## config.mk

```make
export PLATFORM = sky130hd
export DESIGN_NAME = ncps_queue
export DESIGN_NICKNAME = d
export VERILOG_FILES = /design/src/ncps_pkg.sv /design/src/ncps_queue.sv
export SDC_FILE = /design/constraint.sdc
export NUM_CORES = 1
export LEC_CHECK = 0
export ABC_CLOCK_PERIOD_IN_PS = 5100
export BUFFER_PORTS_ARGS = -buffer_cell sky130_fd_sc_hd__buf_2
export CAP_MARGIN = 10
export CORE_ASPECT_RATIO = 2
export CORE_MARGIN = 5
export CORE_UTILIZATION = 43
export CTS_BUF_LIST = sky130_fd_sc_hd__clkbuf_16
export DETAILED_ROUTE_END_ITERATION = 16
export HOLD_SLACK_MARGIN = 0.1
export PLACE_DENSITY_LB_ADDON = 0.25
export SYNTH_ARGS = -nofsm -noshare
export SYNTH_HDL_FRONTEND = slang
export SYNTH_SLANG_ARGS = --single-unit
export TNS_END_PERCENT = 50
```

## constraint.sdc

```tcl
create_clock -name clk -period 5.1 [get_ports clk]
set_input_delay 0.51 -clock clk [delete_from_list [all_inputs] [get_ports clk]]
set_output_delay 0.51 -clock clk [all_outputs]
set_load 0.02 [all_outputs]
```

## src/ncps_pkg.sv

```systemverilog
`default_nettype none

package ncps_pkg;

	localparam logic [1:0] COLOR_BLUE   = 2'd0;
	localparam logic [1:0] COLOR_YELLOW = 2'd1;

	localparam int QUEUE_DEPTH = 4;
	localparam int QUEUE_PTR_W = $clog2(QUEUE_DEPTH);
	localparam int QUEUE_CNT_W = $clog2(QUEUE_DEPTH + 1);

endpackage

`default_nettype wire

```

## src/ncps_queue.sv

```systemverilog
`default_nettype none

module ncps_queue #(
	parameter int DATA_WIDTH = 101
) (
	input  wire logic                  clk,
	input  wire logic                  arst_n,
	input  wire logic                  push_valid,
	input  wire logic [DATA_WIDTH-1:0] push_data,
	output logic                       push_ready,
	output logic                       pop_valid,
	output logic [DATA_WIDTH-1:0]      pop_data,
	input  wire logic                  pop_ready
);

	logic [DATA_WIDTH-1:0]            entries_q [ncps_pkg::QUEUE_DEPTH];
	logic [ncps_pkg::QUEUE_PTR_W-1:0] wr_ptr_q, rd_ptr_q;
	logic [ncps_pkg::QUEUE_CNT_W-1:0] count_q;
	logic                             do_push, do_pop;

	assign push_ready = count_q != ncps_pkg::QUEUE_CNT_W'(ncps_pkg::QUEUE_DEPTH);
	assign pop_valid  = count_q != '0;
	assign do_push    = push_valid && push_ready;
	assign do_pop     = pop_valid && pop_ready;
	assign pop_data   = entries_q[rd_ptr_q];

	always_ff @(posedge clk or negedge arst_n) begin
		if (!arst_n) begin
			wr_ptr_q <= '0;
			rd_ptr_q <= '0;
			count_q  <= '0;
		end else begin
			if (do_push) begin
				wr_ptr_q <= wr_ptr_q + 1'b1;
			end
			if (do_pop) begin
				rd_ptr_q <= rd_ptr_q + 1'b1;
			end
			if (do_push && !do_pop) begin
				count_q <= count_q + 1'b1;
			end else if (do_pop && !do_push) begin
				count_q <= count_q - 1'b1;
			end
		end
	end

	always_ff @(posedge clk) begin
		if (do_push) begin
			entries_q[wr_ptr_q] <= push_data;
		end
	end

endmodule

`default_nettype wire

```

==> run summary, run 1 <==
Outcome: finished clean
Worst Tran Pin Value: 0.905 ns
Antenna viol nets, final: 0
Slew Limit Fails: 0
H-Tree Level Count: 2
Max-cap violation count: 0
IO Port Bufs: 207
Fin crit period: 3.26 ns
Leak Pwr: 6.04 nW
Setup bufs post-CTS: 0
CP top delay family: flip-flops
Mapped Area: 0.0151 sq mm
TritonCTS Buffers: 37
Crit. End Element: output pin
Area grow syn2layout: 17.9%
Root Driver: clkbuf_16
Post-synthesis sequential area ratio: 0.817
Cells after Synth: 563
Crit Path Max Fanout: 44
Sw Ratio: 0.316
Highest Clock Rate: 307 MHz
Yosys warning count: 0
DP Area: 0.0165 sq mm
Syn_area_per_cell: 26.7 sq um
Final setup TNS: 0 ns
Layout cells sized above 1: 0.462
Headroom to the max-slew limit: 0.396
Fill cell total of the finished layout: 2,756
Clock Tree Buf Depth: 3
Internal power: 7.38 mW
Logic pwr share: 0.310
Vias per std cell: 5.25
Number of synthesized flops with an enable pin: 404
Net switching power: 3.41 mW
Reg power frac: 0.437
Area share of the leading cell type in the synthesized netlist: 0.806
DR DRC count: 0
Initial antenna violation count: 10
Crit-path slowest cell: dfrtp_4
Crit-path cells: buf_4, mux4_2, buf_2
Most common cell in the netlist: edfxtp_1
Yosys top cell by area: edfxtp_1
Critical path startpoint category: flop
Clock slew at reported path FFs: 0.06 ns
First-pass GRT wire length: 46,000 microns
Max VDD drop: 558 uV
Clk_skew: 0.0142 ns
RSZ-0062 raised after global routing: no
Setup-violating endpoint count in the final report: 0
Critical path's largest stage delay: 0.84 ns
CP Buf/Inv Count: 2
Core area: 0.0348 sq mm
Largest net degree at the start of global routing: 49
Drt pass-1 iters: 4
# IOs: 208
Final WL: 30,700 microns
Die Wd: 142 microns
CTS tree: yes
Commonest cells in the netlist: edfxtp_1, mux4_2, buf_2
Row Count: 97
Dpl ws: 2.33 ns
Register bit total from synthesis: 411
Syn_nets: 674
Power Dens Cells: 608 mW/mm^2
Drt wl/cell: 24.0 microns
DRT iter0 DRCs: 376
Final worst slack: 1.84 ns
Critical path data required time: 4.59 ns
Final Hold Fails: 0
Final non-filler cell area: 0.0177 sq mm
DIE AREA: 0.0391 sq mm
Ys flop type: edfxtp_1
Clock share of power: 0.253
Final HPWL DP: 19,700 microns
Crit path kind: reg2out
Yosys cell types: 21
Vias: 6,720
Hold WC Path Type: in2reg
Vias in the first global route: 7,666
Remaining Overflow, GRT: 0
Routability cong.: 0.752
Net count, final: 911
Final worst path period share: 0.640
Initial Util: 0.432
Arr. time, crit path: 2.75 ns
Share of synthesized registers carrying an async set or reset: 0.0170
Clk sinks: 411
Die Height: 275 microns
GRT Overall Usage: 0.159
Largest cells by area after synthesis: edfxtp_1, mux4_2, dfrtp_1
Clk Latency, worst-skew pair: 0.53 ns
cells by family (layout without fill, tap and decap cells):
| kind of cell | Yosys count | in the layout | synth area share |
|---|---|---|---|
| other cells | 0 | 8 | 0 |
| mux | 103 | 103 | 0.153 |
| xor+xnor | 6 | 6 | 0.00349 |
| flops | 411 | 411 | 0.817 |
| fa+ha+maj | 6 | 6 | 0.00549 |
| simple gates | 10 | 10 | 0.00341 |
| compound gates | 1 | 1 | 0.000748 |
| buf+inv | 26 | 289 | 0.0168 |
repair_timing:
item / in CTS / in global routing
hold buffers: 1 / 0
hold endpoints to repair: 7 / 0
setup endpoints to repair: 0 / 0
resized for setup: 0 / 0
per-layer routing:
| layer | wire (microns) | vias up | part of all wire | track usage |
|---|---|---|---|---|
| met5 | 32 | - | 0.0010 | 0 |
| met4 | 994 | 4 | 0.032 | 0.0674 |
| met3 | 1670 | 61 | 0.054 | 0.0339 |
| met2 | 17500 | 192 | 0.57 | 0.293 |
| met1 | 10500 | 3556 | 0.34 | 0.175 |
| li1 | - | 2907 | - | - |
cell usage in the layout, fill, tap and decap left out, drive strengths merged:
master / n
edfxtp: 404
buf: 220
mux4: 101
clkbuf: 39
inv: 12
clkinv: 11
diode: 8
dfrtp: 7
ha: 5
and2: 4
xnor2: 4
bufinv: 4
nor2: 2
nand2: 2
mux2: 2
xor2: 2
clkinvlp: 2
a21boi: 1
or3: 1
nand3: 1
fa: 1
dlygate4sd3: 1
final timing paths:
path | slack, ns | start | endpoint | depth (start not counted)
min | 0.20 | push_data[72] | entries_q[0][72] | 1
max in group asynchronous | 4.59 | arst_n | rd_ptr_q[1] | 2
min reg2reg | 0.54 | count_q[2] | count_q[2] | 1
min in group asynchronous | 0.33 | arst_n | rd_ptr_q[0] | 2
max reg2reg | 2.60 | count_q[0] | entries_q[3][31] | 4
max | 1.84 | rd_ptr_q[1] | pop_data[9] | 3
state kept, by name, summed over array words and instances, names as in the netlist:
signal,count
count_q,3
entries_q,404
rd_ptr_q,2
wr_ptr_q,2
final cells by class:
| class | instances | area (sq um) | share of cell area |
|---|---|---|---|
| Tap cell | 445 | 557 | 0.0314 |
| Multi-Input combinational cell | 126 | 2500 | 0.141 |
| Inverter | 3 | 11.3 | 0.000634 |
| Clock buffer | 39 | 976 | 0.0550 |
| Antenna cell | 8 | 20.0 | 0.00113 |
| Sequential cell | 411 | 12300 | 0.694 |
| Clock inverter | 26 | 223 | 0.0125 |
| Timing Repair Buffer | 221 | 1140 | 0.0644 |
per-stage QoR:
stage / total power [mW] / std cells / util / hold slack, ns
floorplan: 7.22 / 563 / - / 0.214
global placement: 8.18 / 1205 / 0.474 / 0.347
detailed placement: 8.26 / 1205 / 0.474 / 0.353
CTS: 11.0 / 1271 / 0.509 / 0.158
global route: 11.3 / 1278 / 0.510 / 0.168
finish: 10.8 / 1279 / 0.510 / 0.197
power by group through the flow:
stage	sequential [mW]	combinational, mW	clock (mW)
6_report	4.72	3.34	2.74
3_3_place_gp	4.75	3.42	0
5_1_grt	4.78	3.58	2.95
3_5_place_dp	4.81	3.46	0
4_1_cts	4.74	3.47	2.82
2_1_floorplan	4.69	2.53	0
(Power assumes the default switching activity.)
==> run 2: changes to the inputs <==
--- a/config.mk
+++ b/config.mk
@@ -5,7 +5,8 @@
 export SDC_FILE = /design/constraint.sdc
 export NUM_CORES = 1
 export LEC_CHECK = 0
-export ABC_CLOCK_PERIOD_IN_PS = 5100
+export ABC_AREA = 1
+export ABC_CLOCK_PERIOD_IN_PS = 2800
 export BUFFER_PORTS_ARGS = -buffer_cell sky130_fd_sc_hd__buf_2
 export CAP_MARGIN = 10
 export CORE_ASPECT_RATIO = 2
==> constraint.sdc (replaced) <==
create_clock -name clk -period 2.8 [get_ports clk]
set_input_delay 0.28 -clock clk [delete_from_list [all_inputs] [get_ports clk]]
set_output_delay 0.28 -clock clk [all_outputs]
set_load 0.02 [all_outputs]
==> run summary, run 2 <==
Outcome: finished clean (unchanged)
Simple logic cell fraction of the synthesized area: 0.0761 (was 0.00341)
Setup bufs post-CTS: 0 (unchanged)
Worst Setup SP: rd_ptr_q[0] (was rd_ptr_q[1])
Slew Limit Fails: 0 (unchanged)
Vias in the first global route: 10,194 (was 7,666)
Max FFs per register: 404 (unchanged)
Top cell by count, worst path: nand2_1
Multiplexer share of the synthesized area: 0 (was 0.153)
Reg2reg setup slack: 0.81 ns (was 2.60 ns)
Leak Pwr: 8.16 nW (was 6.04 nW)
DR DRC count: 0 (unchanged)
Net switching power: 7.94 mW (was 3.41 mW)
Crit Path Max Fanout: 115 (was 44)
Syn_nets: 1,348 (was 674)
Post-Synth XOR/XNOR Area: 0.000530 (was 0.00349)
Internal power: 13.1 mW (was 7.38 mW)
TritonCTS Buffers: 36 (was 37)
Hold slack final: 0.500 ns (was 0.197 ns)
Commonest cells in the netlist: edfxtp_1, nand2_1, inv_1 (was edfxtp_1, mux4_2, buf_2)
RSZ-0062 raised after global routing: no (unchanged)
Vias per std cell: 4.79 (was 5.25)
Mapped Area: 0.0165 sq mm (was 0.0151 sq mm)
Biggest registers after layout: entries_q x404, count_q x3 (unchanged)
Fin crit period: 2.55 ns
Vias: 10,000 (was 6,720)
Arr. time, crit path: 2.27 ns (was 2.75 ns)
Clk Latency, worst-skew pair: 0.53 ns (about the same)
Max VDD drop: 1030 uV (was 558 uV)
DIE AREA: 0.0427 sq mm (was 0.0391 sq mm)
Power Dens Cells: 1040 mW/mm^2 (was 608 mW/mm^2)
Clock Tree Buf Depth: 3 (unchanged)
Number of synthesized flops with an enable pin: 404 (unchanged)
Headroom to the max-slew limit: 0.653 (was 0.396)
Area grow syn2layout: 22.8% (was 17.9%)
CTS tree: yes (unchanged)
Row Count: 101 (was 97)
Largest cells by area after synthesis: edfxtp_1, o211ai_1, nand2_1 (was edfxtp_1, mux4_2, dfrtp_1)
Crit-path slowest cell: bufinv_16 (was dfrtp_4)
First-pass GRT wire length: 55,000 microns (was 46,000 microns)
Worst Setup EP: pop_data[75] (was pop_data[9])
Adder-Cell Fraction of Synth Area: 0.00500 (was 0.00549)
Max-cap violation count: 0 (unchanged)
Crit path kind: reg2out (unchanged)
Die Wd: 149 microns (was 142 microns)
Post-synthesis sequential area ratio: 0.745 (was 0.817)
Ys flop type: edfxtp_1 (unchanged)
Drt pass-1 iters: 4 (unchanged)
Routability cong.: 0.746 (was 0.752)
H-Tree Level Count: 2 (unchanged)
Root Driver: clkbuf_16 (unchanged)
Clk sinks: 411 (unchanged)
Clk_skew: 0.0166 ns (was 0.0142 ns)
Yosys cell types: 17 (was 21)
Final worst path period share: 0.912
Crit. End Element: output pin (unchanged)
Final setup TNS: 0 ns (unchanged)
GRT Overall Usage: 0.164 (was 0.159)
Most frequent cells in the layout: edfxtp_1, nand2_1, inv_1 (was edfxtp_1, buf_2, mux4_2)
Sw Ratio: 0.377 (was 0.316)
IO Port Bufs: 207 (unchanged)
Net count, final: 1,658 (was 911)
DP Area: 0.0181 sq mm (was 0.0165 sq mm)
Reg2reg path depth: 9 (was 4)
Layout cells sized above 1: 0.187 (was 0.462)
Area share of the leading cell type in the synthesized netlist: 0.734 (was 0.806)
Cells after Synth: 1,237 (was 563)
Remaining Overflow, GRT: 0 (unchanged)
Setup-violating endpoint count in the final report: 0 (unchanged)
Antenna viol nets, final: 0 (unchanged)
Initial antenna violation count: 0 (was 10)
Initial Util: 0.434 (was 0.432)
Hold WC Path Type: in2reg (unchanged)
Largest net degree at the start of global routing: 116 (was 49)
Drt wl/cell: 16.7 microns (was 24.0 microns)
# placed instances: 1,919 (was 1,205)
Share of synthesized registers carrying an async set or reset: 0.0170 (unchanged)
Core area: 0.0380 sq mm (was 0.0348 sq mm)
Reg-to-reg endpoint: count_q[1] (was entries_q[3][31])
Main combinational cell family by area after synthesis: compound AO/OA/AOI/OAI gates (was multiplexers)
Register bit total from synthesis: 411 (unchanged)
Most common cell in the netlist: edfxtp_1 (unchanged)
Final WL: 34,900 microns (was 30,700 microns)
Fin cells: 2,088 (was 1,279)
Critical path data required time: 2.52 ns (was 4.59 ns)
Logic pwr share: 0.382 (was 0.310)
Highest Clock Rate: 391 MHz
Yosys top cell by area: edfxtp_1 (unchanged)
Final HPWL DP: 21,500 microns (was 19,700 microns)
Critical path startpoint category: flop (unchanged)
Crit-path cells: bufinv_16, buf_4, nand2_1, o211ai_1, nand2_1, buf_2 (was buf_4, mux4_2, buf_2)
Final Hold Fails: 0 (unchanged)
Compound-Gate Fraction of Synth Area: 0.0921 (was 0.000748)
Critical path's largest stage delay: 0.48 ns (was 0.84 ns)
Top reg by flops: entries_q (unchanged)
Clock share of power: 0.218 (was 0.253)
N_diodes: 0 (was 8)
Commonest non-fill, non-tap cell in the layout: edfxtp_1 (unchanged)
DRT iter0 DRCs: 349 (was 376)
# IOs: 208 (unchanged)
Die Height: 287 microns (was 275 microns)
Syn_area_per_cell: 13.4 sq um (was 26.7 sq um)
Clock slew at reported path FFs: 0.07 ns (was 0.06 ns)
Yosys warning count: 0 (unchanged)
Reg power frac: 0.400 (was 0.437)
R2R Path Start: count_q[0] (unchanged)
Worst Tran Pin Value: 0.519 ns (was 0.905 ns)
Final non-filler cell area: 0.0203 sq mm (was 0.0177 sq mm)
run 2: changes by cell type in the layout (fill, tap and decap cells not counted), sizes merged, moves of 3 or more:
cell / change
xnor2: -3
inv: +213
nand3: +6
o211ai: +202
mux4: -101
nand2: +318
clkinv: +5
and2: -4
diode: -8
dlygate4sd3: +104
buf: +13
run 2: power by group through the flow:
stage / clock network (mW) / registers (mW) / logic (mW)
floorplan: 0 / 8.46 / 5.57
global placement: 0 / 8.52 / 7.97
detailed placement: 0 / 8.56 / 8.07
CTS: 4.75 / 8.43 / 8.22
global route: 4.99 / 8.51 / 8.89
finish: 4.59 / 8.41 / 8.04
run 2: metrics by stage:
step | power, mW | worst slack, ns | util
floorplan | 14.0 | 0.0249 | -
global placement | 16.5 | 0.785 | 0.477
detailed placement | 16.6 | 0.755 | 0.477
CTS | 21.4 | 0.166 | 0.533
global route | 22.4 | 0.0352 | 0.534
finish | 21.0 | 0.245 | 0.534
run 2: cells by family (layout without fill, tap and decap cells):
logic type / Yosys count / after routing
flops: 411 / 411
simple gates: 332 / 332
buf+inv: 284 / 620
compound gates: 203 / 203
fa+ha+maj: 6 / 6
xor+xnor: 1 / 1
run 2: worst min path at each step:
stage                  startpoint               end  slack, ns  cells past startpoint
finish              push_data[89]  entries_q[2][89]       0.50                      2
global route        push_data[91]  entries_q[1][91]       0.49                      2
CTS                 push_data[70]  entries_q[2][70]       0.47                      2
detailed placement         arst_n        count_q[2]       0.13                      1
global placement           arst_n        count_q[2]       0.13                      1
floorplan                  arst_n        count_q[0]      -0.02                      0
run 2: timing repair:
action	CTS	global route
hold endpoints to repair	415	0
resized for setup	0	1
hold buffers	105	0
setup endpoints to repair	0	2
run 2: critical path, delay by kind of cell, from the launching register on:
kind | cells | cell delay (ns)
buffers and inverters | 3 | 1.01
flip-flops | 1 | 0.42
AND/OR/NAND/NOR | 2 | 0.18
AO/OA/AOI/OAI | 1 | 0.09
run 2: area by class of cell:
type	count	area, sq um
clock buffer	37	926
clock inverter	27	165
fill	3140	17700
inverter	218	847
multi-input combinational	542	2910
sequential	411	12300
tap	515	644
timing repair buffer	338	2490
run 2: routing by layer:
metal	vias to the layer above	part of all wire	GRT usage
li1	4939	-	-
met4	0	0.028	0.0569
met2	197	0.54	0.304
met1	4817	0.39	0.189
met5	-	0	0
met3	47	0.043	0.0279
==> run 3: changes to the inputs <==
--- a/config.mk
+++ b/config.mk
@@ -6,13 +6,12 @@
 export NUM_CORES = 1
 export LEC_CHECK = 0
 export ABC_AREA = 1
-export ABC_CLOCK_PERIOD_IN_PS = 2800
+export ABC_CLOCK_PERIOD_IN_PS = 2180
 export BUFFER_PORTS_ARGS = -buffer_cell sky130_fd_sc_hd__buf_2
 export CAP_MARGIN = 10
 export CORE_ASPECT_RATIO = 2
 export CORE_MARGIN = 5
-export CORE_UTILIZATION = 43
-export CTS_BUF_LIST = sky130_fd_sc_hd__clkbuf_16
+export CORE_UTILIZATION = 52
 export DETAILED_ROUTE_END_ITERATION = 16
 export HOLD_SLACK_MARGIN = 0.1
 export PLACE_DENSITY_LB_ADDON = 0.25
==> constraint.sdc (replaced) <==
create_clock -name clk -period 2.18 [get_ports clk]
set_input_delay 0.218 -clock clk [delete_from_list [all_inputs] [get_ports clk]]
set_output_delay 0.218 -clock clk [all_outputs]
set_load 0.02 [all_outputs]
==> run summary, run 3 (same netlist as run 2, synthesis figures left out) <==
First-pass GRT wire length: 54,800 microns (was 55,000 microns)
H-Tree Level Count: 2 (unchanged)
Slew Limit Fails: 0 (unchanged)
Crit. End Element: output pin (unchanged)
Final HPWL DP: 20,600 microns (was 21,500 microns)
Logic pwr share: 0.407 (was 0.382)
RSZ-0062 raised after global routing: yes (was no)
Drt wl/cell: 18.6 microns (was 16.7 microns)
Post-layout util: 0.656 (was 0.534)
TritonCTS Buffers: 36 (unchanged)
Net count, final: 1,675 (was 1,658)
IO Port Bufs: 207 (unchanged)
Core area: 0.0314 sq mm (was 0.0380 sq mm)
Die Height: 262 microns (was 287 microns)
Final Hold Fails: 0 (unchanged)
Initial Util: 0.526 (was 0.434)
Clock Tree Buf Depth: 3 (unchanged)
Register area: 0.0123 sq mm (about the same)
Initial antenna violation count: 5 (was 0)
Worst hold start: push_data[38] (was push_data[89])
Remaining Overflow, GRT: 0 (unchanged)
Most frequent cells in the layout: edfxtp_1, nand2_1, inv_1 (unchanged)
DRT iter0 DRCs: 532 (was 349)
Power Total: 28.3 mW (was 21.0 mW)
Row Count: 92 (was 101)
Hold WC Path Type: in2reg (unchanged)
Drt pass-1 iters: 5 (was 4)
Top reg by flops: entries_q (unchanged)
Vias in the first global route: 10,644 (was 10,194)
Multi-input logic area: 0.00293 sq mm (was 0.00291 sq mm)
Area grow syn2layout: 24.8% (was 22.8%)
Antenna viol nets, final: 0 (unchanged)
Max FFs per register: 404 (unchanged)
Max VDD drop: 909 uV (was 1030 uV)
CTS tree: yes (unchanged)
Power Dens Cells: 1370 mW/mm^2 (was 1040 mW/mm^2)
Critical path data required time: 1.96 ns (was 2.52 ns)
R2R Path Start: count_q[1] (was count_q[0])
Clock slew at reported path FFs: 0.07 ns (about the same)
Headroom to the max-slew limit: 0.668 (was 0.653)
Commonest non-fill, non-tap cell in the layout: edfxtp_1 (unchanged)
Vias per std cell: 5.14 (was 4.79)
Fin cells: 2,015 (was 2,088)
Routability cong.: 0.765 (was 0.746)
Clock share of power: 0.213 (was 0.218)
Arr. time, crit path: 1.89 ns (was 2.27 ns)
Critical path startpoint category: flop (unchanged)
Crit Path Max Fanout: 24 (was 115)
Sw Ratio: 0.377 (about the same)
Setup-violating endpoint count in the final report: 0 (unchanged)
Crit-path cells: buf_12, clkinv_16, clkbuf_16, o211ai_1, nand2_1, buf_2 (was bufinv_16, buf_4, nand2_1, o211ai_1, nand2_1, buf_2)
Die Wd: 136 microns (was 149 microns)
Worst Tran Pin Value: 0.499 ns (was 0.519 ns)
Fill cell total of the finished layout: 2,237 (was 3,140)
GRT Overall Usage: 0.201 (was 0.164)
Clk sinks: 411 (unchanged)
Net switching power: 10.7 mW (was 7.94 mW)
Max-cap violation count: 0 (unchanged)
# placed instances: 1,828 (was 1,919)
Layout cells sized above 1: 0.194 (was 0.187)
Internal power: 17.6 mW (was 13.1 mW)
Leak Pwr: 8.33 nW (was 8.16 nW)
DR DRC count: 0 (unchanged)
Reg power frac: 0.380 (was 0.400)
Outcome: finished clean (unchanged)
DP Area: 0.0180 sq mm (was 0.0181 sq mm)
Highest Clock Rate: 475 MHz
# IOs: 208 (unchanged)
Biggest registers after layout: entries_q x404, count_q x3 (unchanged)
Final non-filler cell area: 0.0206 sq mm (was 0.0203 sq mm)
Crit path kind: reg2out (unchanged)
Clk Latency, worst-skew pair: 0.52 ns (was 0.53 ns)
Final worst path period share: 0.966
Crit-path slowest cell: dfrtp_2 (was bufinv_16)
Critical path's largest stage delay: 0.38 ns (was 0.48 ns)
DIE AREA: 0.0357 sq mm (was 0.0427 sq mm)
Final WL: 37,500 microns (was 34,900 microns)
Fin crit period: 2.11 ns
Largest net degree at the start of global routing: 77 (was 116)
Vias: 10,360 (was 10,000)
Worst Setup SP: rd_ptr_q[0] (unchanged)
Root Driver: clkbuf_16 (unchanged)
Clk_skew: 0.0133 ns (was 0.0166 ns)
-- run 3: area by class of cell --
cell class / instances / share of cell area
Clock inverter: 17 / 0.00747
Clock buffer: 42 / 0.0458
Antenna cell: 7 / 0.000850
Inverter: 218 / 0.0416
Sequential cell: 411 / 0.597
Timing Repair inverter: 5 / 0.00297
Multi-Input combinational cell: 542 / 0.142
Tap cell: 423 / 0.0257
Timing Repair Buffer: 350 / 0.136
-- run 3: critical path: cells and delay by family (launching register included) --
family,cells,cell delay [ns]
flops,1,0.38
simple gates,1,0.11
buf+inv,4,0.69
compound gates,1,0.18
-- run 3: final timing paths --
check | slack, ns | endpoint | cells past startpoint
worst min-delay path | 0.45 | entries_q[1][38] | 2
max in group asynchronous | 1.19 | rd_ptr_q[1] | 3
worst max-delay path | 0.07 | pop_data[66] | 6
worst max register to register | 0.31 | count_q[1] | 9
min in group asynchronous | 0.70 | count_q[1] | 3
worst min register to register | 0.56 | count_q[0] | 1
-- run 3: power by group through the flow --
stage                     Sequential, mW  Combinational, mW  Clock (mW)
after floorplan                     10.9               7.18           0
after global placement              10.9               10.2           0
after detailed placement            10.9               10.4           0
after CTS                           10.8               11.0        6.16
after global routing                10.9               12.5        6.47
final                               10.8               11.5        6.03
-- run 3: timing repair --
action / CTS / global route
endpoints found under the hold margin: 415 / 0
resized for setup: 5 / 21
buffers inserted: 3 / 0
hold buffers: 105 / 0
pin swaps: 0 / 3
setup endpoints to repair: 94 / 60
cloned: 4 / 9
-- run 3: routing by layer --
metal  up-vias  part of all wire  GRT usage
met5         -                 0          0
met4         0             0.028     0.0762
met3        61             0.046     0.0398
met2       233              0.56      0.388
met1      5079              0.37      0.209
li1       4987                 -          -
-- run 3: per-stage QoR --
step / hold slack (ns) / worst slack (ns) / setup TNS [ns]
2_1_floorplan: -0.0776 / -0.439 / -171.06
3_3_place_gp: 0.0638 / 0.371 / 0
3_5_place_dp: 0.0706 / 0.319 / 0
4_1_cts: 0.423 / 0.00239 / 0
5_1_grt: 0.440 / -0.0295 / -0.0827
6_report: 0.445 / 0.0742 / 0
