<file path="config.mk">
export PLATFORM = sky130hd
export DESIGN_NAME = ncps_back_flat
export DESIGN_NICKNAME = d
export VERILOG_FILES = /design/src/ncps_if.sv /design/src/ncps_back.sv /design/src/flat_wrapper.sv
export SDC_FILE = /design/constraint.sdc
export NUM_CORES = 1
export LEC_CHECK = 0
export ABC_AREA = 1
export BUFFER_PORTS_ARGS = -buffer_cell sky130_fd_sc_hd__buf_2
export CAP_MARGIN = 15
export CORE_MARGIN = 5
export CORE_UTILIZATION = 40
export CTS_CLUSTER_SIZE = 8
export DETAILED_ROUTE_END_ITERATION = 16
export PLACE_DENSITY_LB_ADDON = 0.3
export SKIP_LAST_GASP = 1
export SLEW_MARGIN = 5
export SYNTH_ARGS = -nofsm -noshare
export SYNTH_HDL_FRONTEND = slang
export SYNTH_SLANG_ARGS = --single-unit
export TNS_END_PERCENT = 100
</file>
<file path="constraint.sdc">
create_clock -name clk -period 10.4 [get_ports clk]
set_input_delay 2.08 -clock clk [delete_from_list [all_inputs] [get_ports clk]]
set_output_delay 2.08 -clock clk [all_outputs]
set_load 0.02 [all_outputs]
</file>
<file path="src/ncps_if.sv">
`default_nettype none


interface ncps_out_if #(
	parameter int COORD_WIDTH = 24
);
	logic                          valid;
	logic                          ready;
	logic signed [COORD_WIDTH-1:0] blue_x;
	logic signed [COORD_WIDTH-1:0] blue_y;
	logic signed [COORD_WIDTH-1:0] yellow_x;
	logic signed [COORD_WIDTH-1:0] yellow_y;
	logic signed [COORD_WIDTH:0]   mid_x;
	logic signed [COORD_WIDTH:0]   mid_y;

	modport source (
		output valid, blue_x, blue_y, yellow_x, yellow_y, mid_x, mid_y,
		input  ready
	);
	modport sink (
		input  valid, blue_x, blue_y, yellow_x, yellow_y, mid_x, mid_y,
		output ready
	);
endinterface

`default_nettype wire

</file>
<file path="src/ncps_back.sv">
`default_nettype none

module ncps_back #(
	parameter int COORD_WIDTH = 24,
	localparam int DiffW  = COORD_WIDTH + 1,
	localparam int DistW  = 2 * DiffW,
	localparam int EntryW = 3 + 2 * COORD_WIDTH + DistW
) (
	input  wire logic              clk,
	input  wire logic              arst_n,
	input  wire logic              pop_valid,
	input  wire logic [EntryW-1:0] pop_data,
	output logic                   pop_ready,
	ncps_out_if.source             pair_out
);

	logic [DistW-1:0]              e_dist;
	logic [COORD_WIDTH-1:0]        e_x, e_y;
	logic                          e_yellow, e_keep, e_last;
	logic                          do_pop, take_blue, take_yellow, emit;
	logic                          nb_found, ny_found;
	logic [COORD_WIDTH-1:0]        nb_x, nb_y, ny_x, ny_y;

	logic                          blue_found_q, yellow_found_q;
	logic [DistW-1:0]              blue_dist_q, yellow_dist_q;
	logic [COORD_WIDTH-1:0]        blue_x_q, blue_y_q, yellow_x_q, yellow_y_q;

	logic                          out_valid_q;
	logic signed [COORD_WIDTH-1:0] out_bx_q, out_by_q, out_yx_q, out_yy_q;
	logic signed [COORD_WIDTH:0]   out_mx_q, out_my_q;

	assign e_dist   = pop_data[DistW-1:0];
	assign e_y      = pop_data[DistW +: COORD_WIDTH];
	assign e_x      = pop_data[DistW + COORD_WIDTH +: COORD_WIDTH];
	assign e_yellow = pop_data[DistW + 2 * COORD_WIDTH];
	assign e_keep   = pop_data[DistW + 2 * COORD_WIDTH + 1];
	assign e_last   = pop_data[DistW + 2 * COORD_WIDTH + 2];

	assign pop_ready = !out_valid_q || pair_out.ready;
	assign do_pop    = pop_valid && pop_ready;

	// On equal distance the cone already kept stays.
	assign take_blue   = e_keep && !e_yellow && (!blue_found_q || (e_dist < blue_dist_q));
	assign take_yellow = e_keep && e_yellow && (!yellow_found_q || (e_dist < yellow_dist_q));

	assign nb_found = blue_found_q || take_blue;
	assign ny_found = yellow_found_q || take_yellow;
	assign nb_x     = take_blue ? e_x : blue_x_q;
	assign nb_y     = take_blue ? e_y : blue_y_q;
	assign ny_x     = take_yellow ? e_x : yellow_x_q;
	assign ny_y     = take_yellow ? e_y : yellow_y_q;
	assign emit     = do_pop && e_last && nb_found && ny_found;

	always_ff @(posedge clk or negedge arst_n) begin
		if (!arst_n) begin
			blue_found_q   <= 1'b0;
			yellow_found_q <= 1'b0;
			out_valid_q    <= 1'b0;
		end else begin
			if (do_pop) begin
				blue_found_q   <= nb_found && !e_last;
				yellow_found_q <= ny_found && !e_last;
			end
			if (emit) begin
				out_valid_q <= 1'b1;
			end else if (pair_out.ready) begin
				out_valid_q <= 1'b0;
			end
		end
	end

	always_ff @(posedge clk) begin
		if (do_pop && take_blue) begin
			blue_dist_q <= e_dist;
			blue_x_q    <= e_x;
			blue_y_q    <= e_y;
		end
		if (do_pop && take_yellow) begin
			yellow_dist_q <= e_dist;
			yellow_x_q    <= e_x;
			yellow_y_q    <= e_y;
		end
		if (emit) begin
			out_bx_q <= $signed(nb_x);
			out_by_q <= $signed(nb_y);
			out_yx_q <= $signed(ny_x);
			out_yy_q <= $signed(ny_y);
			out_mx_q <= DiffW'($signed(nb_x)) + DiffW'($signed(ny_x));
			out_my_q <= DiffW'($signed(nb_y)) + DiffW'($signed(ny_y));
		end
	end

	assign pair_out.valid    = out_valid_q;
	assign pair_out.blue_x   = out_bx_q;
	assign pair_out.blue_y   = out_by_q;
	assign pair_out.yellow_x = out_yx_q;
	assign pair_out.yellow_y = out_yy_q;
	assign pair_out.mid_x    = out_mx_q;
	assign pair_out.mid_y    = out_my_q;

endmodule

`default_nettype wire

</file>
<file path="src/flat_wrapper.sv">
// flat-port wrapper written by rule: the top's interface ports become plain ports
module ncps_back_flat 
#(
	parameter int COORD_WIDTH = 24,
	localparam int DiffW  = COORD_WIDTH + 1,
	localparam int DistW  = 2 * DiffW,
	localparam int EntryW = 3 + 2 * COORD_WIDTH + DistW
)
  (clk, arst_n, pop_valid, pop_data, pop_ready, pair_out_valid, pair_out_blue_x, pair_out_blue_y, pair_out_yellow_x, pair_out_yellow_y, pair_out_mid_x, pair_out_mid_y, pair_out_ready);
  ncps_out_if #(.COORD_WIDTH(COORD_WIDTH)) pair_out_i ();
  input  wire logic clk;
  input  wire logic arst_n;
  input  wire logic pop_valid;
  input  wire logic [EntryW-1:0] pop_data;
  output logic pop_ready;
  output wire logic [$bits(pair_out_i.valid)-1:0] pair_out_valid;
  output wire logic [$bits(pair_out_i.blue_x)-1:0] pair_out_blue_x;
  output wire logic [$bits(pair_out_i.blue_y)-1:0] pair_out_blue_y;
  output wire logic [$bits(pair_out_i.yellow_x)-1:0] pair_out_yellow_x;
  output wire logic [$bits(pair_out_i.yellow_y)-1:0] pair_out_yellow_y;
  output wire logic [$bits(pair_out_i.mid_x)-1:0] pair_out_mid_x;
  output wire logic [$bits(pair_out_i.mid_y)-1:0] pair_out_mid_y;
  input wire logic [$bits(pair_out_i.ready)-1:0] pair_out_ready;
  assign pair_out_valid = pair_out_i.valid;
  assign pair_out_blue_x = pair_out_i.blue_x;
  assign pair_out_blue_y = pair_out_i.blue_y;
  assign pair_out_yellow_x = pair_out_i.yellow_x;
  assign pair_out_yellow_y = pair_out_i.yellow_y;
  assign pair_out_mid_x = pair_out_i.mid_x;
  assign pair_out_mid_y = pair_out_i.mid_y;
  assign pair_out_i.ready = pair_out_ready;
  ncps_back #(.COORD_WIDTH(COORD_WIDTH)) u_core (.clk(clk), .arst_n(arst_n), .pop_valid(pop_valid), .pop_data(pop_data), .pop_ready(pop_ready), .pair_out(pair_out_i));
endmodule
</file>
==> results of run 1 <==
layout make-up:
type                            count  area (µm²)  share of cell area
Clock inverter                      2        17.5            0.000870
Tap cell                          539         674              0.0335
Multi-Input combinational cell    995        5800               0.288
Antenna cell                        7        17.5            0.000870
Inverter                          173         649              0.0322
Timing Repair Buffer              261        1330              0.0660
Sequential cell                   345       10300               0.514
Clock buffer                       59        1310              0.0649
critical path: stages:
cell,delay [ns]
buf_2,0.13
ha_1,0.30
nand2_1,0.07
nor2_1,0.17
nand4_1,0.11
nor2_1,0.15
nand2_1,0.07
nor2_1,0.09
nand2_1,0.07
nand3_2,0.10
nand2_4,0.39
nand2_4,0.74
nand2_1,0.10
nand2_1,0.11
ha_1,0.19
inv_1,0.07
fa_1,0.42
o21ai_1,0.27
a21oi_1,0.21
o21ai_1,0.44
nand3_1,0.17
nand2_1,0.11
xor2_1,0.07
through the flow:
step	total power, mW	util
6_report	3.50	0.480
5_1_grt	3.66	0.480
2_1_floorplan	1.97	-
3_5_place_dp	2.12	0.448
4_1_cts	3.55	0.480
3_3_place_gp	2.11	0.448
logic make-up after synthesis:
logic type / Yosys count
xor+xnor: 38
fa+ha+maj: 148
buf+inv: 203
simple gates: 659
flops: 345
compound gates: 150
how the worst max path moves through the flow:
stage | start | to | slack, ns | cells after the start
final | pop_data[41] | u_core.pair_out.mid_y[22]$_DFFE_PP_ | 4.05 | 23
after detailed placement | pop_data[5] | u_core.yellow_dist_q[3]$_DFFE_PP_ | 3.50 | 17
after global routing | pop_data[9] | u_core.pair_out.mid_y[22]$_DFFE_PP_ | 3.78 | 22
after CTS | pop_data[41] | u_core.pair_out.mid_y[24]$_DFFE_PP_ | 4.08 | 25
after global placement | pop_data[9] | u_core.yellow_dist_q[2]$_DFFE_PP_ | 3.57 | 14
after floorplan | pop_data[99] | u_core.pair_out.blue_x[0]$_DFFE_PP_ | 1.07 | 4
metal layers:
layer,up-vias,track usage
met4,14,0.0530
met2,322,0.296
met1,5536,0.213
li1,5876,-
met3,67,0.0416
met5,-,0
report_power, final:
part	internal [mW]	switching, mW	leakage [nW]
registers	1.61	0.0126	3.16
logic	0.155	0.318	5.23
clock network	0.863	0.549	0.647
registers in the layout, summed over array words and instances (netlist names), 25 cells and up:
| signal | cells |
|---|---|
| u_core.blue_dist_q | 50 |
| u_core.pair_out.mid_x | 25 |
| u_core.pair_out.mid_y | 25 |
| u_core.yellow_dist_q | 50 |
cells in the final DEF (no fill, tap or decap), types with 3 or more instances in the layout:
cell | synthesis | routed
a211oi_1 | 4 | 4
a21o_1 | 15 | 15
a21oi_1 | 84 | 84
a31oi_1 | 6 | 6
buf_2 | 10 | 252
buf_4 | 0 | 9
clkbuf_1 | 9 | 8
clkbuf_16 | 0 | 51
dfrtp_1 | 3 | 3
diode_2 | 0 | 7
edfxtp_1 | 342 | 342
ha_1 | 146 | 146
inv_1 | 172 | 172
nand2_1 | 436 | 436
nand2_4 | 3 | 3
nand3_1 | 128 | 128
nand3b_1 | 4 | 4
nand4_1 | 9 | 9
nor2_1 | 65 | 61
nor2_4 | 0 | 4
nor3_1 | 9 | 9
o21a_1 | 4 | 4
o21ai_0 | 26 | 26
o21ai_1 | 4 | 4
o21ai_2 | 4 | 4
xnor2_1 | 10 | 10
xor2_1 | 28 | 28
==> metrics.md, run 1 <==
| Metric | Value |
|---|---|
| Outcome | `completed` |
| First-pass GRT wire length | `roughly 64000 µm` |
| # H-tree levels | `2` |
| Avg Cell Area, Syn | `11.0 µm²` |
| Post-Synth XOR/XNOR Area | `0.0196` |
| Mux contribution to synthesized area | `0` |
| DRC Markers | `0` |
| Reg clk slew, reported paths | `0.05 ns` |
| Fmax | `around 160 MHz` |
| Largest net degree at the start of global routing | `71` |
| Register-to-Register Path Depth | `23` |
| Total of max-cap violations | `0` |
| Worst skew pair latency | `0.57 ns` |
| Largest family of logic cells by synthesized area | `simple AND/OR/NAND/NOR gates` |
| I/O pins | `253` |
| Post-synth EDFFs | `around 340` |
| Fillers | `3794` |
| Simple-Gate Fraction of Synth Area | `0.161` |
| Hold Path Class | `flop to flop` |
| Met1 wire length | `17300 µm` |
| FF-to-FF setup slack | `5.37 ns` |
| Worst setup EP type | `flop` |
| Non-Filler Instances | `2381` |
| Worst Skew | `about 0.022 ns` |
| Initial antenna violation count | `14` |
| Reg-to-reg startpoint | `u_core.blue_dist_q[41]$_DFFE_PP_` |
| Slew HR | `0.273` |
| Port bufs | `252` |
| Max-slew violation count | `0` |
| Synth Flop Type | `edfxtp_1` |
| Share of cells above drive strength 1 | `0.180` |
| Hold endpoint | `u_core.pair_out.valid$_DFFE_PN0P_` |
| Ys async rst share | `0.00870` |
| RR Endpoint | `u_core.pair_out.mid_y[22]$_DFFE_PP_` |
| Vias per inst | `4.96` |
| Pre-CTS WS | `3.50 ns` |
| Hold Path Depth | `2` |
| Sink Count | `about 350` |
| Antenna-violating nets left | `0` |
| Clk buf depth | `3` |
| Initial Util | `0.404` |
| # rows | `75` |
| Post-synth top cells | `436 x nand2_1, 342 x edfxtp_1, 172 x inv_1` |
| Placed Area | `between 15000 and 20000 µm²` |
| Overall routing resource usage | `0.171` |
| PostCTS Resize Cnt | `0` |
| Min setup slack post-route | `4.05 ns` |
| Syn Inst Count | `1543` |
| Synthesized flop and latch total | `345` |
| Fin crit period | `~6.4 ns` |
| P_leak | `9.04 nW` |
| Number of global-route vias before repair | `11900` |
| Synth Area in Adders | `0.110` |
| Setup tns final | `0 ns` |
| Met2 wire length | `19900 µm` |
| Arrival @ worst endpoint | `~6.7 ns` |
| Slew @ Worst Pin | `1.09 ns` |
| Post-DP HPWL | `around 29000 µm` |
| # nets final | `2078` |
| Number of distinct library cells after synthesis | `32` |
| Total of warnings raised by yosys | `0` |
| Sequential share of the synthesized area | `0.610` |
| CTS Hold Bufs | `0` |
| Drt wl/cell | `~17 µm` |
| Maximum VDD drop | `roughly 0.00012 V` |
| Met3 WL post-DR | `roughly 2700 µm` |
| CTS Buf Count | `49` |
| Mapped Nets | `1796` |
| DRT Pass-1 Iters | `5` |
| Via count | `11800` |
| Chip width | `216 µm` |
| Yosys top cell area share | `0.605` |
| Placed cells | `2313` |
| Full die area | `46600 µm²` |
| Layout area overhead | `18.7%` |
| Power per cell area | `174 nW/µm²` |
| Final setup fails | `0` |
| Max layer used | `met5` |
| WL final | `40800 µm` |
| Core ar. | `41900 µm²` |
| CTS tree | `done` |
| Routability cong. | `0.846` |
| RSZ-0062 raised after global routing | `false` |
| Top post-synthesis cells by area | `edfxtp_1 61%, ha_1 11%, nand2_1 9.6%` |
| Die H | `216 µm` |
| Area leader, netlist | `edfxtp_1` |
| Period utilisation layout | `0.611` |
| Type of origin of the critical path | `input pin` |
| Worst Path Required | `10.71 ns` |
| CTS Root Cell | `clkbuf_16` |
| Finished Cell Area | `20100 µm²` |
| Hold_ws | `around 0.53 ns` |
| Grt ovf | `0` |
| Critical path fanouts, max | `51` |
| Drt initial violations | `slightly below 600` |
| Final Hold Viols | `0` |
| Setup CP Type | `input pin to flop` |
| Count leader, synth | `nand2_1` |
| Setup Buffers After CTS | `0` |
| Post-synthesis compound-gate area fraction | `0.0498` |
| Hold path start | `u_core.pair_out.valid$_DFFE_PN0P_` |
| Mapped Area | `approximately 17000 µm²` |
Note: power is estimated with default switching activity, not from simulation.
==> run 2, diff against run 1 <==
Clock period 10.4 ns to 5.1 ns, I/O delays scaled along.
==> run 2 against run 1 <==
Cell count increased by 0.59%; critical path depth decreased by 2; core utilization increased by 0.43 points; critical path type unchanged; sequential cell count unchanged; final area increased by 0.89%; non-clock buffer count increased by 16; hold slack got worse by 0.27 ns.
==> metrics.md, run 2 (same netlist as run 1, synthesis figures left out) <==
| Metric | Value |
|---|---|
| Outcome | `completed` |
| Vias per inst | `5.02 (+1.3%)` |
| Port bufs | `252 (unchanged)` |
| Fin crit period | `4.42 ns` |
| Fmax | `226 MHz` |
| GRT Max-Usage Layer | `met2` |
| Post-DP HPWL | `31100 µm (+8.2%)` |
| Placed cells | `2329 (+0.69%)` |
| CTS Root Cell | `clkbuf_16` |
| FF-to-FF setup slack | `0.92 ns (-4.45 ns)` |
| Clk buf depth | `3 (unchanged)` |
| Worst setup path start | `pop_data[17]` |
| Slew HR | `0.425 (+0.153)` |
| RSZ-0062 raised after global routing | `false` |
| Overall routing resource usage | `0.180 (+0.00874)` |
| Slew @ Worst Pin | `0.862 ns (-0.227 ns)` |
| RR Endpoint | `u_core.pair_out.mid_y[22]$_DFFE_PP_` |
| Setup Buffers After CTS | `0 (unchanged)` |
| Layout area overhead | `19.8%` |
| Met2 Usage GRT | `0.296 (-0.000631)` |
| Full die area | `46600 µm² (unchanged)` |
| Worst skew pair latency | `0.57 ns (about the same)` |
| Hold_ws | `0.262 ns (-0.266 ns)` |
| Critical path fanouts, max | `37 (-27%)` |
| Slowest stage cell on the critical path | `fa_1` |
| Met3 Use GR | `0.0580 (+0.0164)` |
| Setup CP Type | `input pin to flop` |
| Arrival @ worst endpoint | `4.73 ns (-1.93 ns)` |
| PostCTS Resize Cnt | `0 (unchanged)` |
| Final setup fails | `0 (unchanged)` |
| Sink Count | `345 (unchanged)` |
| Period utilisation layout | `0.867` |
| DRT Pass-1 Iters | `6 (+1)` |
| Reg-to-reg startpoint | `u_core.yellow_dist_q[17]$_DFFE_PP_` |
| Largest net degree at the start of global routing | `70 (-1.4%)` |
| # nets final | `2094 (+0.77%)` |
| Grt ovf | `0 (unchanged)` |
| # H-tree levels | `2 (unchanged)` |
| Power per cell area | `353 nW/µm² (+100%)` |
| Power Total | `7.17 mW (+100%)` |
| Commonest non-fill, non-tap cell in the layout | `nand2_1` |
| Chip width | `216 µm (unchanged)` |
| Drt initial violations | `841 (+43%)` |
| CTS Buf Count | `49 (unchanged)` |
| Worst Setup EP | `u_core.pair_out.mid_y[22]$_DFFE_PP_` |
| Initial Util | `0.404 (unchanged)` |
| Total of max-cap violations | `0 (unchanged)` |
| First-pass GRT wire length | `66600 µm (+4.2%)` |
| P_leak | `9.14 nW (+1.1%)` |
| Initial antenna violation count | `14 (unchanged)` |
| Drt wl/cell | `17.8 µm (+3.7%)` |
| CTS Hold Bufs | `0 (unchanged)` |
| Type of origin of the critical path | `input pin` |
| Final Hold Viols | `0 (unchanged)` |
| GRT met1 Usage | `0.229 (+0.0159)` |
| WL final | `42600 µm (+4.4%)` |
| Most frequent cells in the layout | `436 x nand2_1, 342 x edfxtp_1, 252 x buf_2` |
| Maximum VDD drop | `0.000266 V (+120%)` |
| Worst Skew | `0.0175 ns (-0.00424 ns)` |
| I/O pins | `253 (unchanged)` |
| Core ar. | `41900 µm² (unchanged)` |
| Setup tns final | `0 ns (unchanged)` |
| DRC Markers | `0 (unchanged)` |
| Share of cells above drive strength 1 | `0.187 (+0.00698)` |
| # rows | `75 (unchanged)` |
| Max-slew violation count | `0 (unchanged)` |
| Most used cell, CP | `nand2_1` |
| Via count | `12000 (+1.9%)` |
| CTS tree | `done` |
| Crit path largest cell delay | `0.39 ns (-0.35 ns)` |
| Largest regs | `u_core.blue_dist_q (50), u_core.yellow_dist_q (50)` |
| Antenna-violating nets left | `0 (unchanged)` |
| Non-Filler Instances | `2395 (+0.59%)` |
| Critical Path, Cell by Cell | `buf_2 > ha_1 > a21oi_1 > nand2_1 > a21oi_1 > nand3_1 > nand2_1 > nand3_2 > nand2_2 > buf_12 > nand3_1 > nand2_1 > ha_1 > inv_1 > fa_1 > o21ai_1 > a21oi_1 > o21ai_1 > nand3_1 > nand2_1 > xor2_1` |
| Reg clk slew, reported paths | `0.05 ns (about the same)` |
| Routability cong. | `0.898 (+6.1%)` |
| Hold Path Class | `input pin to asynchronous set/reset pin` |
| Worst setup EP type | `flop` |
| Die H | `216 µm (unchanged)` |
| Fillers | `3793 (-0.026%)` |
| Register-to-Register Path Depth | `21 (-8.7%)` |
| Worst Path Required | `5.40 ns (-5.31 ns)` |
| Number of global-route vias before repair | `12200 (+2.2%)` |
==> run 2: cell count changes in the layout (fill, tap and decap cells not counted) <==
cell / change
buf_12: +5
clkbuf_1: +1
diode_2: -3
buf_4: +11
==> run 2: cell type report <==
| type | instances | area [µm²] | area share |
|---|---|---|---|
| clock buffer | 60 | 1310 | 0.0645 |
| clock inverter | 2 | 17.5 | 0.000862 |
| inverter | 173 | 649 | 0.0320 |
| sequential | 345 | 10300 | 0.509 |
| tap | 539 | 674 | 0.0332 |
| timing repair buffer | 277 | 1510 | 0.0744 |
| antenna | 4 | 10.0 | 0.000493 |
| multi-input combinational | 995 | 5800 | 0.285 |
==> run 2: critical path, delay by kind of cell <==
| kind | cells | cell delay, ns |
|---|---|---|
| compound gates | 5 | 1.19 |
| simple gates | 9 | 1.10 |
| fa+ha+maj | 3 | 0.88 |
| buf+inv | 3 | 0.40 |
| xor+xnor | 1 | 0.07 |
==> run 2: worst min path at each step <==
stage	start	to	slack, ns	depth (start not counted)
3_3_place_gp	u_core.blue_y_q[0]$_DFFE_PP_	u_core.pair_out.blue_y[0]$_DFFE_PP_	0.53	2
2_1_floorplan	u_core.yellow_found_q$_DFFE_PN0P_	u_core.yellow_found_q$_DFFE_PN0P_	0.51	1
3_5_place_dp	u_core.blue_y_q[0]$_DFFE_PP_	u_core.pair_out.blue_y[0]$_DFFE_PP_	0.53	2
5_1_grt	arst_n	u_core.pair_out.valid$_DFFE_PN0P_	0.22	1
4_1_cts	arst_n	u_core.pair_out.valid$_DFFE_PN0P_	0.22	1
6_report	arst_n	u_core.pair_out.valid$_DFFE_PN0P_	0.26	1
==> run 2: metal layers <==
metal | vias to the layer above | part of all wire
met4 | 18 | 0.026
met3 | 99 | 0.077
li1 | 5905 | -
met5 | - | 0.0031
met2 | 371 | 0.47
met1 | 5641 | 0.43
==> run 2: per-stage QoR <==
step / instance area [µm²] / setup WS, ns / utilization
floorplan: 17000 / 0.834 / -
global placement: 19000 / 0.166 / 0.452
detailed placement: 19000 / 0.147 / 0.452
CTS: 20300 / 0.754 / 0.484
global route: 20300 / 0.390 / 0.484
finish: 20300 / 0.676 / 0.484
==> run 2: power breakdown <==
part	switching [mW]	total (mW)	internal (mW)
clock network	1.12	2.88	1.76
logic	0.665	0.998	0.332
registers	0.0246	3.30	3.27
total	1.81	7.17	5.37
==> run 3, diff against run 2 <==
Settings changed: CELL_PAD_IN_SITES_DETAIL_PLACEMENT set to 1, CELL_PAD_IN_SITES_GLOBAL_PLACEMENT set to 2, CORE_UTILIZATION 40 to 34.
==> run 3 against run 2 <==
Sequential cell count unchanged; sequential power hardly changed; clock skew grew 0.0018 ns; hold slack got worse by 0.010 ns; final area up 1.0%; first-iteration DRC count fell by 24%; via count grew 0.26%; die area increased by 17%; register-to-register slack worse by 0.12 ns; critical path depth is 4 higher; power rose by 0.60%; sequential share of layout area fell by 0.50 points; critical endpoint is now u_core.pair_out.mid_x[24]$_DFFE_PP_; largest power group unchanged; highest routed layer unchanged.
==> metrics.md, run 3 (same netlist as run 1, synthesis figures left out) <==
| Metric | Value |
|---|---|
| Outcome | `completed` |
| Die H | `233 µm (+8.1%)` |
| Arrival @ worst endpoint | `4.86 ns (+0.13 ns)` |
| Power per cell area | `352 nW/µm² (-0.39%)` |
| Slew HR | `0.571 (+0.146)` |
| Overall routing resource usage | `0.175 (-0.00524)` |
| Core ar. | `49200 µm² (+17%)` |
| Post-DP HPWL | `35600 µm (+14%)` |
| Setup Buffers After CTS | `0 (unchanged)` |
| Initial Util | `0.345 (-0.0593)` |
| P_leak | `9.18 nW (+0.41%)` |
| Drt wl/cell | `19.2 µm (+7.9%)` |
| # H-tree levels | `2 (unchanged)` |
| PostCTS Resize Cnt | `0 (unchanged)` |
| RSZ-0062 raised after global routing | `false` |
| # rows | `81 (+8.0%)` |
| CTS Buf Count | `49 (unchanged)` |
| Port bufs | `252 (unchanged)` |
| Worst Skew | `0.0192 ns (+0.00177 ns)` |
| Worst Path Required | `5.42 ns (+0.02 ns)` |
| CTS Hold Bufs | `0 (unchanged)` |
| DRT Pass-1 Iters | `4 (-2)` |
| WL final | `48400 µm (+14%)` |
| Fin crit period | `4.54 ns (+0.120 ns)` |
| Clock Power Share | `0.399 (-0.002)` |
| Drt initial violations | `640 (-24%)` |
| Fmax | `220 MHz (-2.6%)` |
| Commonest non-fill, non-tap cell in the layout | `nand2_1` |
| Hold Path Class | `input pin to asynchronous set/reset pin` |
| Setup CP Type | `input pin to flop` |
| Initial antenna violation count | `7 (-7)` |
| DRC Markers | `0 (unchanged)` |
| Placed Area | `19200 µm² (+1.2%)` |
| Sequential share of power | `0.457 (-0.003)` |
| Final setup fails | `0 (unchanged)` |
| Cell internal pwr | `5.36 mW (-0.12%)` |
| Full die area | `54500 µm² (+17%)` |
| Number of global-route vias before repair | `12700 (+4.1%)` |
| Critical path fanouts, max | `18 (-51%)` |
| Max-slew violation count | `0 (unchanged)` |
| Final Hold Viols | `0 (unchanged)` |
| Slew @ Worst Pin | `0.643 ns (-0.219 ns)` |
| # nets final | `2104 (+0.48%)` |
| Pre-CTS WS | `-0.101 ns (-0.247 ns)` |
| Total of max-cap violations | `0 (unchanged)` |
| Power Total | `7.22 mW (+0.60%)` |
| Period utilisation layout | `0.891 (+0.0235)` |
| CTS Root Cell | `clkbuf_16` |
| Worst skew pair latency | `0.57 ns (about the same)` |
| Finished Cell Area | `20500 µm² (+1.0%)` |
| Share of cells above drive strength 1 | `0.192 (+0.00434)` |
| Largest regs | `u_core.blue_dist_q (50), u_core.yellow_dist_q (50)` |
| First-pass GRT wire length | `73200 µm (+10%)` |
| Routability cong. | `0.840 (-6.5%)` |
| Sink Count | `345 (unchanged)` |
| Gate power share | `0.144 (+0.005)` |
| Via count | `12100 (+0.26%)` |
| Clk buf depth | `3 (unchanged)` |
| Layout area overhead | `21.0%` |
| Min setup slack post-route | `0.556 ns (-0.120 ns)` |
| Grt ovf | `0 (unchanged)` |
| Most frequent cells in the layout | `436 x nand2_1, 342 x edfxtp_1, 252 x buf_2` |
| I/O pins | `253 (unchanged)` |
| Maximum VDD drop | `0.000247 V (-7.2%)` |
| Sw Pwr | `1.86 mW (+2.7%)` |
| Setup tns final | `0 ns (unchanged)` |
| Reg clk slew, reported paths | `0.05 ns (about the same)` |
| Vias per inst | `4.78 (-4.8%)` |
| Chip width | `233 µm (+8.1%)` |
| Net Sw Frac | `0.257 (+0.00538)` |
| Register-to-Register Path Depth | `25 (+19%)` |
| Type of origin of the critical path | `input pin` |
| CTS tree | `done` |
| Largest net degree at the start of global routing | `103 (+47%)` |
| Worst setup EP type | `flop` |
| Antenna-violating nets left | `0 (unchanged)` |
[run 3: changes by cell type in the layout (fill, tap and decap cells not counted)]
cell	previous run	this run
diode_2	4	2
clkbuf_1	9	3
clkinv_1	0	2
clkinv_4	1	0
buf_4	20	30
[run 3: metrics by stage]
stage	std cells	util	hold slack (ns)
6_report	2523	0.417	0.251
5_1_grt	2521	0.417	0.203
4_1_cts	2521	0.417	0.199
3_5_place_dp	2464	0.391	0.543
3_3_place_gp	2464	0.391	0.529
2_1_floorplan	1543	-	0.506
[run 3: final cells by class]
type	instances	area (µm²)
clock inverter	3	16.3
sequential	345	10300
fill	5460	28600
tap	664	831
inverter	173	649
multi-input combinational	995	5800
clock buffer	54	1290
timing repair buffer	287	1590
antenna	2	5.00
[run 3: final timing paths]
check	start	to	slack [ns]
max	pop_data[13]	u_core.pair_out.mid_x[24]$_DFFE_PP_	0.56
min	arst_n	u_core.yellow_found_q$_DFFE_PN0P_	0.25
max reg2reg	u_core.yellow_dist_q[13]$_DFFE_PP_	u_core.pair_out.mid_x[24]$_DFFE_PP_	0.80
min reg2reg	u_core.blue_x_q[5]$_DFFE_PP_	u_core.pair_out.blue_x[5]$_DFFE_PP_	0.54
max in group asynchronous	arst_n	u_core.blue_found_q$_DFFE_PN0P_	4.74
min in group clk	u_core.blue_x_q[5]$_DFFE_PP_	u_core.pair_out.blue_x[5]$_DFFE_PP_	0.54
[run 3: power by group through the flow]
stage	Combinational [mW]	Sequential, mW	Clock, mW
2_1_floorplan	0.604	3.40	0
3_3_place_gp	1.03	3.35	0
3_5_place_dp	1.06	3.35	0
4_1_cts	1.06	3.30	2.99
5_1_grt	1.17	3.30	3.12
6_report	1.04	3.30	2.88
[run 3: per-layer routing]
| metal | up-vias | routed length (µm) | track usage |
|---|---|---|---|
| met1 | 5822 | 21300 | 0.226 |
| met5 | - | 90 | 0 |
| met4 | 14 | 816 | 0.0371 |
| met2 | 247 | 23200 | 0.299 |
| met3 | 62 | 2950 | 0.0436 |
| li1 | 5920 | - | - |
[run 3: worst max-delay path: stages]
cell and delay [ns]:
buf_2 0.12, ha_1 0.32, nand2_1 0.08, inv_1 0.06, nand2_1 0.06, nand2_1 0.07
a21oi_1 0.15, nand3_1 0.18, nand2_1 0.11, nand3_2 0.10, nand2_2 0.15, buf_4 0.29
nand3_1 0.11, nand2_1 0.12, ha_1 0.18, inv_1 0.06, fa_1 0.41, o21ai_1 0.27
a21oi_1 0.20, o21ai_2 0.29, nand2_1 0.08, nand2_1 0.15, nand2_1 0.12, nand3_1 0.09
nand2_1 0.06
